--- config.mk ---
export PLATFORM = sky130hd
export DESIGN_NAME = sm83_alu_flags_and_stack_unit_top_flat
export DESIGN_NICKNAME = d
export VERILOG_FILES = /design/src/rtl/core/smalu_pkg.sv /design/src/rtl/core/smalu_if.sv /design/src/rtl/core/smalu_exec.sv /design/src/rtl/core/sm83_alu_flags_and_stack_unit_top.sv /design/src/flat_wrapper.sv
export VERILOG_INCLUDE_DIRS = /design/src /design/src/rtl/core
export SDC_FILE = /design/constraint.sdc
export NUM_CORES = 1
export LEC_CHECK = 0
export BUFFER_PORTS_ARGS = -buffer_cell sky130_fd_sc_hd__clkbuf_2
export CORE_UTILIZATION = 50
export CTS_CLUSTER_SIZE = 20
export DETAILED_ROUTE_END_ITERATION = 8
export HOLD_SLACK_MARGIN = 0.15
export PLACE_DENSITY_LB_ADDON = 0.12
export SKIP_CTS_REPAIR_TIMING = 1
export SLEW_MARGIN = 20
export SYNTH_ARGS = -nofsm -noshare
export SYNTH_HDL_FRONTEND = slang
export SYNTH_SLANG_ARGS = --single-unit
--- constraint.sdc ---
create_clock -name clk -period 6.2 [get_ports clk]
set_clock_uncertainty 0.15 [all_clocks]
set_input_delay 1.86 -clock clk [delete_from_list [all_inputs] [get_ports clk]]
set_output_delay 1.86 -clock clk [all_outputs]
set_load 0.03 [all_outputs]
--- src/rtl/core/assert_macros.svh ---
// Assertion macros shared by the RTL of the ALU flags and stack unit.
// Expects signals named clk and rst_n in the including module.
`ifndef ASSERT_MACROS_SVH
`define ASSERT_MACROS_SVH

// Same-cycle implication, off during reset.
`define SMALU_ASSERT_NOW(label, ante, cons, msg) \
    label: assert property (@(posedge clk) disable iff (!rst_n) (ante) |-> (cons)) \
        else $error(msg);

// Next-cycle implication, off during reset.
`define SMALU_ASSERT_NEXT(label, ante, cons, msg) \
    label: assert property (@(posedge clk) disable iff (!rst_n) (ante) |=> (cons)) \
        else $error(msg);

`endif

--- src/rtl/core/smalu_pkg.sv ---
// Package for the ALU flags and stack unit: operation codes, flag positions,
// request and result records. No dependencies.
`default_nettype none

package smalu_pkg;

    localparam logic [2:0] OP_INC8   = 3'd0;
    localparam logic [2:0] OP_DEC8   = 3'd1;
    localparam logic [2:0] OP_RL     = 3'd2;
    localparam logic [2:0] OP_BIT    = 3'd3;
    localparam logic [2:0] OP_PUSH   = 3'd4;
    localparam logic [2:0] OP_POP    = 3'd5;
    localparam logic [2:0] OP_LDSP   = 3'd6;

    localparam int FLAG_Z = 3;
    localparam int FLAG_N = 2;
    localparam int FLAG_H = 1;
    localparam int FLAG_C = 0;

    localparam logic [3:0] NIBBLE_ALL = 4'hF;

    typedef struct packed {
        logic [2:0]  req_type;
        logic [7:0]  operand_byte;
        logic [2:0]  bit_index;
        logic [15:0] operand_word;
        logic [15:0] stack_word;
    } req_t;

    typedef struct packed {
        logic [7:0]  result_byte;
        logic [15:0] result_word;
        logic [3:0]  flag_nibble;
        logic        mem_write;
        logic [15:0] mem_addr;
        logic [7:0]  mem_data;
        logic        last;
    } rsp_t;

endpackage

`default_nettype wire

--- src/rtl/core/smalu_if.sv ---
// Valid/ready channel interfaces for requests and results.
// No dependencies.
`default_nettype none

interface smalu_req_if;
    logic        valid;
    logic        ready;
    logic [2:0]  req_type;
    logic [7:0]  operand_byte;
    logic [2:0]  bit_index;
    logic [15:0] operand_word;
    logic [15:0] stack_word;

    modport source (output valid, req_type, operand_byte, bit_index, operand_word,
                    stack_word, input ready);
    modport sink (input valid, req_type, operand_byte, bit_index, operand_word,
                  stack_word, output ready);
endinterface

interface smalu_rsp_if;
    logic        valid;
    logic        ready;
    logic [7:0]  result_byte;
    logic [15:0] result_word;
    logic [3:0]  flag_nibble;
    logic        mem_write;
    logic [15:0] mem_addr;
    logic [7:0]  mem_data;
    logic        last;

    modport source (output valid, result_byte, result_word, flag_nibble, mem_write,
                    mem_addr, mem_data, last, input ready);
    modport sink (input valid, result_byte, result_word, flag_nibble, mem_write,
                  mem_addr, mem_data, last, output ready);
endinterface

`default_nettype wire

--- src/rtl/core/smalu_exec.sv ---
// Execute logic: one result and the next flags and stack pointer for a request.
// Depends on smalu_pkg.
`default_nettype none

module smalu_exec
    import smalu_pkg::*;
(
    input  var req_t        req,
    input  var logic        second,
    input  var logic [3:0]  flags,
    input  var logic [15:0] sp,
    output var rsp_t        rsp,
    output var logic [3:0]  flags_next,
    output var logic [15:0] sp_next
);

    logic [7:0] r;
    logic [3:0] f;

    always_comb
    begin
        rsp        = '0;
        rsp.last   = 1'b1;
        r          = '0;
        f          = flags;
        sp_next    = sp;
        case (req.req_type)
            OP_INC8:
            begin
                r         = req.operand_byte + 8'd1;
                f[FLAG_Z] = (r == 8'd0);
                f[FLAG_N] = 1'b0;
                f[FLAG_H] = (req.operand_byte[3:0] == NIBBLE_ALL);
                rsp.result_byte = r;
            end
            OP_DEC8:
            begin
                r         = req.operand_byte - 8'd1;
                f[FLAG_Z] = (r == 8'd0);
                f[FLAG_N] = 1'b1;
                f[FLAG_H] = (req.operand_byte[3:0] == 4'd0);
                rsp.result_byte = r;
            end
            OP_RL:
            begin
                r         = {req.operand_byte[6:0], flags[FLAG_C]};
                f[FLAG_Z] = (r == 8'd0);
                f[FLAG_N] = 1'b0;
                f[FLAG_H] = 1'b0;
                f[FLAG_C] = req.operand_byte[7];
                rsp.result_byte = r;
            end
            OP_BIT:
            begin
                f[FLAG_Z] = ~req.operand_byte[req.bit_index];
                f[FLAG_N] = 1'b0;
                f[FLAG_H] = 1'b1;
            end
            OP_PUSH:
            begin
                rsp.mem_write = 1'b1;
                // high byte first; SP moves only with the second write
                if (!second)
                begin
                    rsp.mem_addr = sp - 16'd1;
                    rsp.mem_data = req.operand_word[15:8];
                    rsp.last     = 1'b0;
                end
                else
                begin
                    rsp.mem_addr = sp - 16'd2;
                    rsp.mem_data = req.operand_word[7:0];
                    sp_next      = sp - 16'd2;
                end
            end
            OP_POP:
            begin
                rsp.result_word = req.stack_word;
                rsp.mem_addr    = sp;
                sp_next         = sp + 16'd2;
            end
            OP_LDSP:
            begin
                sp_next = req.operand_word;
            end
            default:
            begin
                f = flags;
            end
        endcase
        rsp.flag_nibble = f;
        flags_next      = f;
    end

endmodule

`default_nettype wire

--- src/rtl/core/sm83_alu_flags_and_stack_unit_top.sv ---
// A request accepted into the input register goes through the execute logic
// into the output register, which gives its first result; a full output
// register that is not taken stalls it. Throughput: one request per cycle
// while the output is not stalled; push holds the input register for its second
// memory write. The output register decouples the sides. Reset (rst_n,
// asynchronous, active low) clears flags, stack pointer and all valid state.
`default_nettype none
`include "assert_macros.svh"

// Top level: input register, execute logic, result register, flag and SP state.
// Depends on smalu_pkg, smalu_if, smalu_exec and assert_macros.svh.
module sm83_alu_flags_and_stack_unit_top
    import smalu_pkg::*;
(
    input  wire          clk,
    input  wire          rst_n,
    smalu_req_if.sink    req,
    smalu_rsp_if.source  rsp
);

    logic        s1_valid_reg, s1_valid_next;
    req_t        s1_req_reg;
    logic        phase_reg, phase_next;
    logic        out_valid_reg, out_valid_next;
    rsp_t        out_rsp_reg;
    logic [3:0]  flags_reg;
    logic [15:0] sp_reg;

    rsp_t        exec_rsp;
    logic [3:0]  exec_flags;
    logic [15:0] exec_sp;
    logic        s1_emit;
    logic        s1_done;
    logic        in_fire;

    smalu_exec u_exec (
        .req        (s1_req_reg),
        .second     (phase_reg),
        .flags      (flags_reg),
        .sp         (sp_reg),
        .rsp        (exec_rsp),
        .flags_next (exec_flags),
        .sp_next    (exec_sp)
    );

    assign s1_emit   = s1_valid_reg & (~out_valid_reg | rsp.ready);
    assign s1_done   = s1_emit & exec_rsp.last;
    assign req.ready = ~s1_valid_reg | s1_done;
    assign in_fire   = req.valid & req.ready;

    always_comb
    begin
        s1_valid_next = s1_valid_reg;
        if (in_fire)
            s1_valid_next = 1'b1;
        else if (s1_done)
            s1_valid_next = 1'b0;

        phase_next = phase_reg;
        if (s1_done)
            phase_next = 1'b0;
        else if (s1_emit)
            phase_next = 1'b1;

        out_valid_next = out_valid_reg;
        if (s1_emit)
            out_valid_next = 1'b1;
        else if (rsp.ready)
            out_valid_next = 1'b0;
    end

    always_ff @(posedge clk or negedge rst_n)
    begin
        if (!rst_n)
        begin
            s1_valid_reg  <= 1'b0;
            phase_reg     <= 1'b0;
            out_valid_reg <= 1'b0;
            flags_reg     <= '0;
            sp_reg        <= '0;
        end
        else
        begin
            s1_valid_reg  <= s1_valid_next;
            phase_reg     <= phase_next;
            out_valid_reg <= out_valid_next;
            if (s1_emit)
            begin
                flags_reg <= exec_flags;
                sp_reg    <= exec_sp;
            end
        end
    end

    always_ff @(posedge clk)
    begin
        if (in_fire)
        begin
            s1_req_reg.req_type     <= req.req_type;
            s1_req_reg.operand_byte <= req.operand_byte;
            s1_req_reg.bit_index    <= req.bit_index;
            s1_req_reg.operand_word <= req.operand_word;
            s1_req_reg.stack_word   <= req.stack_word;
        end
        if (s1_emit)
            out_rsp_reg <= exec_rsp;
    end

    assign rsp.valid       = out_valid_reg;
    assign rsp.result_byte = out_rsp_reg.result_byte;
    assign rsp.result_word = out_rsp_reg.result_word;
    assign rsp.flag_nibble = out_rsp_reg.flag_nibble;
    assign rsp.mem_write   = out_rsp_reg.mem_write;
    assign rsp.mem_addr    = out_rsp_reg.mem_addr;
    assign rsp.mem_data    = out_rsp_reg.mem_data;
    assign rsp.last        = out_rsp_reg.last;

    `SMALU_ASSERT_NOW(a_phase_only_push, phase_reg,
        s1_valid_reg && (s1_req_reg.req_type == OP_PUSH), "second phase without a push")
    `SMALU_ASSERT_NEXT(a_push_holds, s1_emit && !exec_rsp.last,
        phase_reg && s1_valid_reg && (s1_req_reg.req_type == OP_PUSH),
        "push left before its second write")
    `SMALU_ASSERT_NOW(a_last_write_second, s1_emit && exec_rsp.mem_write && exec_rsp.last,
        phase_reg, "final push write issued in first phase")
    `SMALU_ASSERT_NEXT(a_push_sp_step, s1_emit && phase_reg,
        sp_reg == ($past(sp_reg) - 16'd2), "push did not lower SP by two")

endmodule

`default_nettype wire
--- src/flat_wrapper.sv ---
// flat-port wrapper written by rule: the top's interface ports become plain ports
module sm83_alu_flags_and_stack_unit_top_flat import smalu_pkg::*;
  (clk, rst_n, req_valid, req_req_type, req_operand_byte, req_bit_index, req_operand_word, req_stack_word, req_ready, rsp_valid, rsp_result_byte, rsp_result_word, rsp_flag_nibble, rsp_mem_write, rsp_mem_addr, rsp_mem_data, rsp_last, rsp_ready);
  smalu_req_if req_i ();
  smalu_rsp_if rsp_i ();
  input  wire clk;
  input  wire rst_n;
  input wire logic [$bits(req_i.valid)-1:0] req_valid;
  input wire logic [$bits(req_i.req_type)-1:0] req_req_type;
  input wire logic [$bits(req_i.operand_byte)-1:0] req_operand_byte;
  input wire logic [$bits(req_i.bit_index)-1:0] req_bit_index;
  input wire logic [$bits(req_i.operand_word)-1:0] req_operand_word;
  input wire logic [$bits(req_i.stack_word)-1:0] req_stack_word;
  output wire logic [$bits(req_i.ready)-1:0] req_ready;
  output wire logic [$bits(rsp_i.valid)-1:0] rsp_valid;
  output wire logic [$bits(rsp_i.result_byte)-1:0] rsp_result_byte;
  output wire logic [$bits(rsp_i.result_word)-1:0] rsp_result_word;
  output wire logic [$bits(rsp_i.flag_nibble)-1:0] rsp_flag_nibble;
  output wire logic [$bits(rsp_i.mem_write)-1:0] rsp_mem_write;
  output wire logic [$bits(rsp_i.mem_addr)-1:0] rsp_mem_addr;
  output wire logic [$bits(rsp_i.mem_data)-1:0] rsp_mem_data;
  output wire logic [$bits(rsp_i.last)-1:0] rsp_last;
  input wire logic [$bits(rsp_i.ready)-1:0] rsp_ready;
  assign req_i.valid = req_valid;
  assign req_i.req_type = req_req_type;
  assign req_i.operand_byte = req_operand_byte;
  assign req_i.bit_index = req_bit_index;
  assign req_i.operand_word = req_operand_word;
  assign req_i.stack_word = req_stack_word;
  assign req_ready = req_i.ready;
  assign rsp_valid = rsp_i.valid;
  assign rsp_result_byte = rsp_i.result_byte;
  assign rsp_result_word = rsp_i.result_word;
  assign rsp_flag_nibble = rsp_i.flag_nibble;
  assign rsp_mem_write = rsp_i.mem_write;
  assign rsp_mem_addr = rsp_i.mem_addr;
  assign rsp_mem_data = rsp_i.mem_data;
  assign rsp_last = rsp_i.last;
  assign rsp_i.ready = rsp_ready;
  sm83_alu_flags_and_stack_unit_top u_core (.clk(clk), .rst_n(rst_n), .req(req_i), .rsp(rsp_i));
endmodule
==> results.json, run 1 <==
{
  "status": "complete, no violations",
  "ys_types": 70,
  "detail-route-antenna-nets": 0,
  "drt_iter0_markers": 385,
  "area_growth_pct": 16.99,
  "yosys_warnings": 0,
  "portBuffers": 105,
  "firstDrtPassIters": 5,
  "start_util_pct": 51.57,
  "hold_violations": 0,
  "crit_type": "flop to output pin",
  "setup_viol": 0,
  "grt_max_degree": 61,
  "clk_pin_slew_worst_paths_ns": 0.06,
  "die-area_mm2": 0.01294,
  "place_area_mm2": 0.006740,
  "htree_levels": 4,
  "post-place-ws_ns": 1.501,
  "maxSlewViolCount": 0,
  "die_w_um": 113.8,
  "synthCells": 539,
  "drive_gt1_share_pct": 25.00,
  "cellPowerDensity_mw_per_mm2": 376.3,
  "drc": 0,
  "routed_wl_um": 13950,
  "multi_input_area_mm2": 0.002347,
  "synthArstFlopShare_pct": 18.70,
  "dp_hpwl_um": 9334,
  "setup_ws_ns": 1.349,
  "vias_per_cell": 5.685,
  "ys_seq_area_share_pct": 57.29,
  "layout.nets": 682,
  "cp-end-kind": "output pin",
  "cts_buffer_depth": 2,
  "required_ns": 4.19,
  "rsz0062_at_grt": "no",
  "final_area_mm2": 0.007307,
  "synth_area_mm2": 0.006246,
  "ioPinCount": 106,
  "clock_latency_ns": 0.42,
  "hp-class": "flop to flop",
  "synth_edf_count": 100,
  "max-cap-violations": 0,
  "rows": 40,
  "core_mm2": 0.01211,
  "largest_register_ffs": 46,
  "cts-buffers-inserted": 17,
  "cts.sinks": 123,
  "cts-root-buf": "clkbuf_16",
  "p_leak_nw": 2.791,
  "synth.ff_latch_count": 123,
  "die_h_um": 113.8,
  "post-route-period-util_pct": 78.24,
  "via_count": 4571,
  "synthFlopType": "edfxtp_1",
  "worstMarginPinSlew_ns": 1.100,
  "gp_congestion": 0.8867,
  "ir_drop_uv": 254.1,
  "crit_fanout": 30,
  "grt_pass1_wl_um": 22490,
  "cp-start-kind": "flop",
  "slew_headroom_pct": 26.17,
  "seqCellArea_mm2": 0.003578,
  "cts_tree": "built",
  "grt_pass1_vias": 4365,
  "grt_antenna_before_repair": 0,
  "nFillCells": 1045,
  "antennaDiodeCount": 0,
  "fmax_mhz": 206.2,
  "post-route-util_pct": 60.33,
  "cp_data_arrival_time_ns": 2.84,
  "postSynthAreaPerCell_um2": 11.59,
  "grt-ovfl-total": 0,
  "fin_crit_ns": 4.851,
  "syn_nets": 598,
  "wire_per_inst_um": 17.35,
  "setup_tns_ns": 0,
  "grtUsageTotal_pct": 22.98
}
[power by group]
part	switching, mW	total [mW]	internal (mW)
Clock	0.378	0.934	0.556
Combinational	0.357	0.578	0.221
Sequential	0.199	1.24	1.04
[layout make-up]
cell class | count | share of cell area, %
clock buffers | 17 | 5.822
well taps | 168 | 2.877
clock inverters | 15 | 1.935
multi-input cells | 356 | 32.12
inverters | 19 | 0.9760
repair buffers | 106 | 7.295
flip-flops and latches | 123 | 48.97
[kinds of logic (layout without fill, tap and decap cells)]
logic type / count (synthesis) / count (layout) / share of synthesized area (%)
adders and majority gates: 9 / 9 / 1.803
xor gates and xnor gates: 25 / 25 / 3.506
DFF: 123 / 123 / 57.29
and+or+nand+nor: 190 / 190 / 16.49
muxes: 20 / 20 / 3.746
AOI/OAI and AO/OA: 112 / 112 / 12.02
buffers and inverters: 60 / 157 / 5.148
[cell usage in the layout, fill, tap and decap left out, types with 5 or more instances in the layout]
cell and count:
o22ai_1 5, xnor2_1 19, a31oi_1 7, a211oi_1 5, inv_1 16, nand4_1 9
mux2i_1 11, o21ai_0 25, mux2_2 7, nand3_1 14, nor2_1 53, xor2_1 6
and2_1 20, a21oi_1 23, edfxtp_1 100, clkbuf_2 105, clkbuf_16 17, nor3_1 16
nand2_1 24, nor4_1 11, or3_1 6, nand2b_1 6, and3_1 5, dfrtp_1 23
ha_1 9
[path summary, 6_finish.rpt]
| check | startpoint | endpoint | slack (ns) | cells after the start |
|---|---|---|---|---|
| hold / removal | u_core.s1_req_reg[17] | u_core.sp_reg[1] | 0.34 | 2 |
| setup / recovery | u_core.s1_req_reg[43] | req_ready | 1.35 | 5 |
| min in group asynchronous | rst_n | u_core.sp_reg[11] | 1.31 | 1 |
| hold reg to reg | u_core.s1_req_reg[17] | u_core.sp_reg[1] | 0.34 | 2 |
| setup reg to reg | u_core.s1_req_reg[43] | u_core.s1_req_reg[33] | 2.78 | 5 |
| max in group asynchronous | rst_n | u_core.phase_reg | 4.16 | 1 |
[metal layers]
layer / vias up / global-route usage (%) / wire length, um
met2: 207 / 34.02 / 6335
met1: 2160 / 31.72 / 6099
met5: - / 0 / 0
met3: 19 / 6.429 / 1282
li1: 2185 / - / -
met4: 0 / 10.09 / 235
[metrics by stage]
stage | instances | hold slack (ns) | total power [mW]
final | 804 | 0.3418 | 2.750
after global routing | 804 | 0.3751 | 2.883
after CTS | 804 | 0.3460 | 2.764
after detailed placement | 772 | 0.3369 | 1.821
after global placement | 772 | 0.3348 | 1.807
after floorplan | 539 | 0.3178 | 1.679
[cell usage after synthesis (4+ instances only)]
| cell | instances | area [um^2] |
|---|---|---|
| and2_1 | 21 | 131.4 |
| nor3_1 | 16 | 80.08 |
| nand2b_1 | 6 | 37.54 |
| a22o_1 | 4 | 35.03 |
| a211oi_1 | 5 | 37.54 |
| and3_1 | 5 | 31.28 |
| nor2_1 | 53 | 198.9 |
| or3_1 | 6 | 37.54 |
| clkbuf_8 | 4 | 55.05 |
| o22ai_1 | 5 | 31.28 |
| a21oi_1 | 23 | 115.1 |
| nand2_1 | 24 | 90.09 |
| nor2b_1 | 4 | 25.02 |
| nor4_1 | 11 | 68.82 |
| dfrtp_1 | 23 | 575.6 |
| clkbuf_1 | 16 | 60.06 |
| inv_1 | 16 | 60.06 |
| ha_1 | 9 | 112.6 |
| mux2_2 | 7 | 78.83 |
| o221ai_1 | 4 | 35.03 |
| o21ai_0 | 26 | 130.1 |
| edfxtp_1 | 100 | 3003 |
| mux2i_1 | 11 | 110.1 |
| xor2_1 | 6 | 52.55 |
| xnor2_1 | 19 | 166.4 |
| nand3_1 | 14 | 70.07 |
| nand4_1 | 9 | 56.30 |
| buf_2 | 12 | 60.06 |
| a31oi_1 | 7 | 43.79 |
| o21a_1 | 4 | 30.03 |
[critical path, cell delays in order, from the launching register on]
cell and delay [ns]:
edfxtp_1 0.74, nor2_1 0.44, nand2_1 0.40, or2_2 0.46, a21o_1 0.20, clkbuf_2 0.19
Power figures use the tool's default switching activity.
==> run 2: changes to the inputs <==
==> constraint.sdc (replaced) <==
create_clock -name clk -period 5.04 [get_ports clk]
set_clock_uncertainty 0.15 [all_clocks]
set_input_delay 1.512 -clock clk [delete_from_list [all_inputs] [get_ports clk]]
set_output_delay 1.512 -clock clk [all_outputs]
set_load 0.03 [all_outputs]
==> run 2 against run 1 <==
Compared with the run above:
- final cell count stayed put
- sequential share of layout area decreased by 0.23 points
- utilization up 0.29 points
- combinational power up 23%
- power is 26% higher
- clock power increased by 32%
- non-clock buffer count stayed put
- largest cell class unchanged
- highest routed layer unchanged
==> results.json, run 2 (synthesis results as in run 1) <==
{
  "status": "complete, no violations",
  "fmax_mhz": 227.1,
  "start_util_pct": 51.57,
  "crit_type": "flop to output pin",
  "ioPinCount": 106,
  "total_power_mw": 3.458,
  "drt_iter0_markers": 334,
  "final_common_cell": "clkbuf_2",
  "largest_register_ffs": 46,
  "cts-root-buf": "clkbuf_16",
  "die-area_mm2": 0.01294,
  "ir_drop_uv": 335.4,
  "dp_hpwl_um": 9465,
  "cts-buffers-inserted": 17,
  "max-cap-violations": 0,
  "rsz0062_at_grt": "no",
  "cp_data_arrival_time_ns": 2.74,
  "layout.nets": 682,
  "hp-class": "flop to flop",
  "area_growth_pct": 17.55,
  "routed_wl_um": 14100,
  "clk_pin_slew_worst_paths_ns": 0.06,
  "top_layer": "met4",
  "setup_viol": 0,
  "grt-ovfl-total": 0,
  "grt_max_degree": 61,
  "wl_met2_um": 6460,
  "cp-end-kind": "output pin",
  "grt_pass1_wl_um": 22980,
  "p_leak_nw": 2.803,
  "cp-start-kind": "flop",
  "final_area_mm2": 0.007342,
  "slew_headroom_pct": 28.58,
  "wire_per_inst_um": 17.54,
  "gp_congestion": 0.8842,
  "cellPowerDensity_mw_per_mm2": 471.0,
  "crit_fanout": 30,
  "hold-worst-slack_ns": 0.3523,
  "detail-route-antenna-nets": 0,
  "die_h_um": 113.8,
  "nFillCells": 1018,
  "core_mm2": 0.01211,
  "wl_met3_um": 1201,
  "setup_ws_ns": 0.6361,
  "grtUsageTotal_pct": 23.61,
  "rows": 40,
  "drc": 0,
  "place_area_mm2": 0.006741,
  "via_count": 4627,
  "required_ns": 3.38,
  "clock_latency_ns": 0.41,
  "portBuffers": 105,
  "post-place-ws_ns": 0.9832,
  "hold_violations": 0,
  "vias_per_cell": 5.755,
  "die_w_um": 113.8,
  "dp_cells": 772,
  "grt_antenna_before_repair": 0,
  "post-route-period-util_pct": 87.38,
  "cts_buffer_depth": 2,
  "m1WireLength_um": 6257,
  "post-route-util_pct": 60.62,
  "drive_gt1_share_pct": 24.69,
  "setup_tns_ns": 0,
  "worstMarginPinSlew_ns": 1.064,
  "multi_input_area_mm2": 0.002347,
  "fin_crit_ns": 4.404,
  "cts_tree": "built",
  "htree_levels": 4,
  "instances_no_fill": 804,
  "cts.sinks": 123,
  "maxSlewViolCount": 0,
  "antennaDiodeCount": 0,
  "final_cell_mix": "clkbuf_2 (105), edfxtp_1 (100), nor2_1 (53)",
  "firstDrtPassIters": 5,
  "seqCellArea_mm2": 0.003578,
  "grt_pass1_vias": 4386
}
[run 2: cell types whose count changed in the layout (fill, tap and decap cells not counted), sizes merged]
cell	before	now
inv	23	18
clkinv	6	8
bufinv	1	3
clkbuf	122	123
[run 2: where the power goes]
| part | total, mW | switching, mW | internal [mW] |
|---|---|---|---|
| registers | 1.52 | 0.246 | 1.28 |
| logic | 0.709 | 0.437 | 0.272 |
| clock network | 1.23 | 0.449 | 0.777 |
[run 2: critical path, stage by stage (launching register included)]
cell	delay, ns
edfxtp_1	0.73
nor2_1	0.41
nand2_1	0.36
or2_2	0.45
a21o_1	0.19
clkbuf_2	0.18
[run 2: area by class of cell]
type | instances | area share [%]
Inverter | 19 | 0.9884
Clock inverter | 14 | 2.335
Tap cell | 168 | 2.863
Timing Repair Buffer | 106 | 7.260
Sequential cell | 123 | 48.74
Clock buffer | 18 | 5.845
Multi-Input combinational cell | 356 | 31.97
[run 2: final timing paths]
check                           cells after the start  slack (ns)             startpoint                    end
min in group asynchronous                           1        0.98                  rst_n      u_core.sp_reg[12]
worst max register to register                      5        1.71  u_core.s1_req_reg[43]  u_core.s1_req_reg[30]
worst min register to register                      2        0.35  u_core.s1_req_reg[17]       u_core.sp_reg[1]
worst min-delay path                                2        0.35  u_core.s1_req_reg[17]       u_core.sp_reg[1]
worst max-delay path                                5        0.64  u_core.s1_req_reg[43]              req_ready
max in group asynchronous                           1        3.33                  rst_n    u_core.flags_reg[3]
[run 2: per-layer routing]
layer | track usage (%) | up-vias
met4 | 9.474 | 0
li1 | - | 2185
met1 | 32.37 | 2214
met2 | 34.31 | 207
met5 | 0 | -
met3 | 8.236 | 21
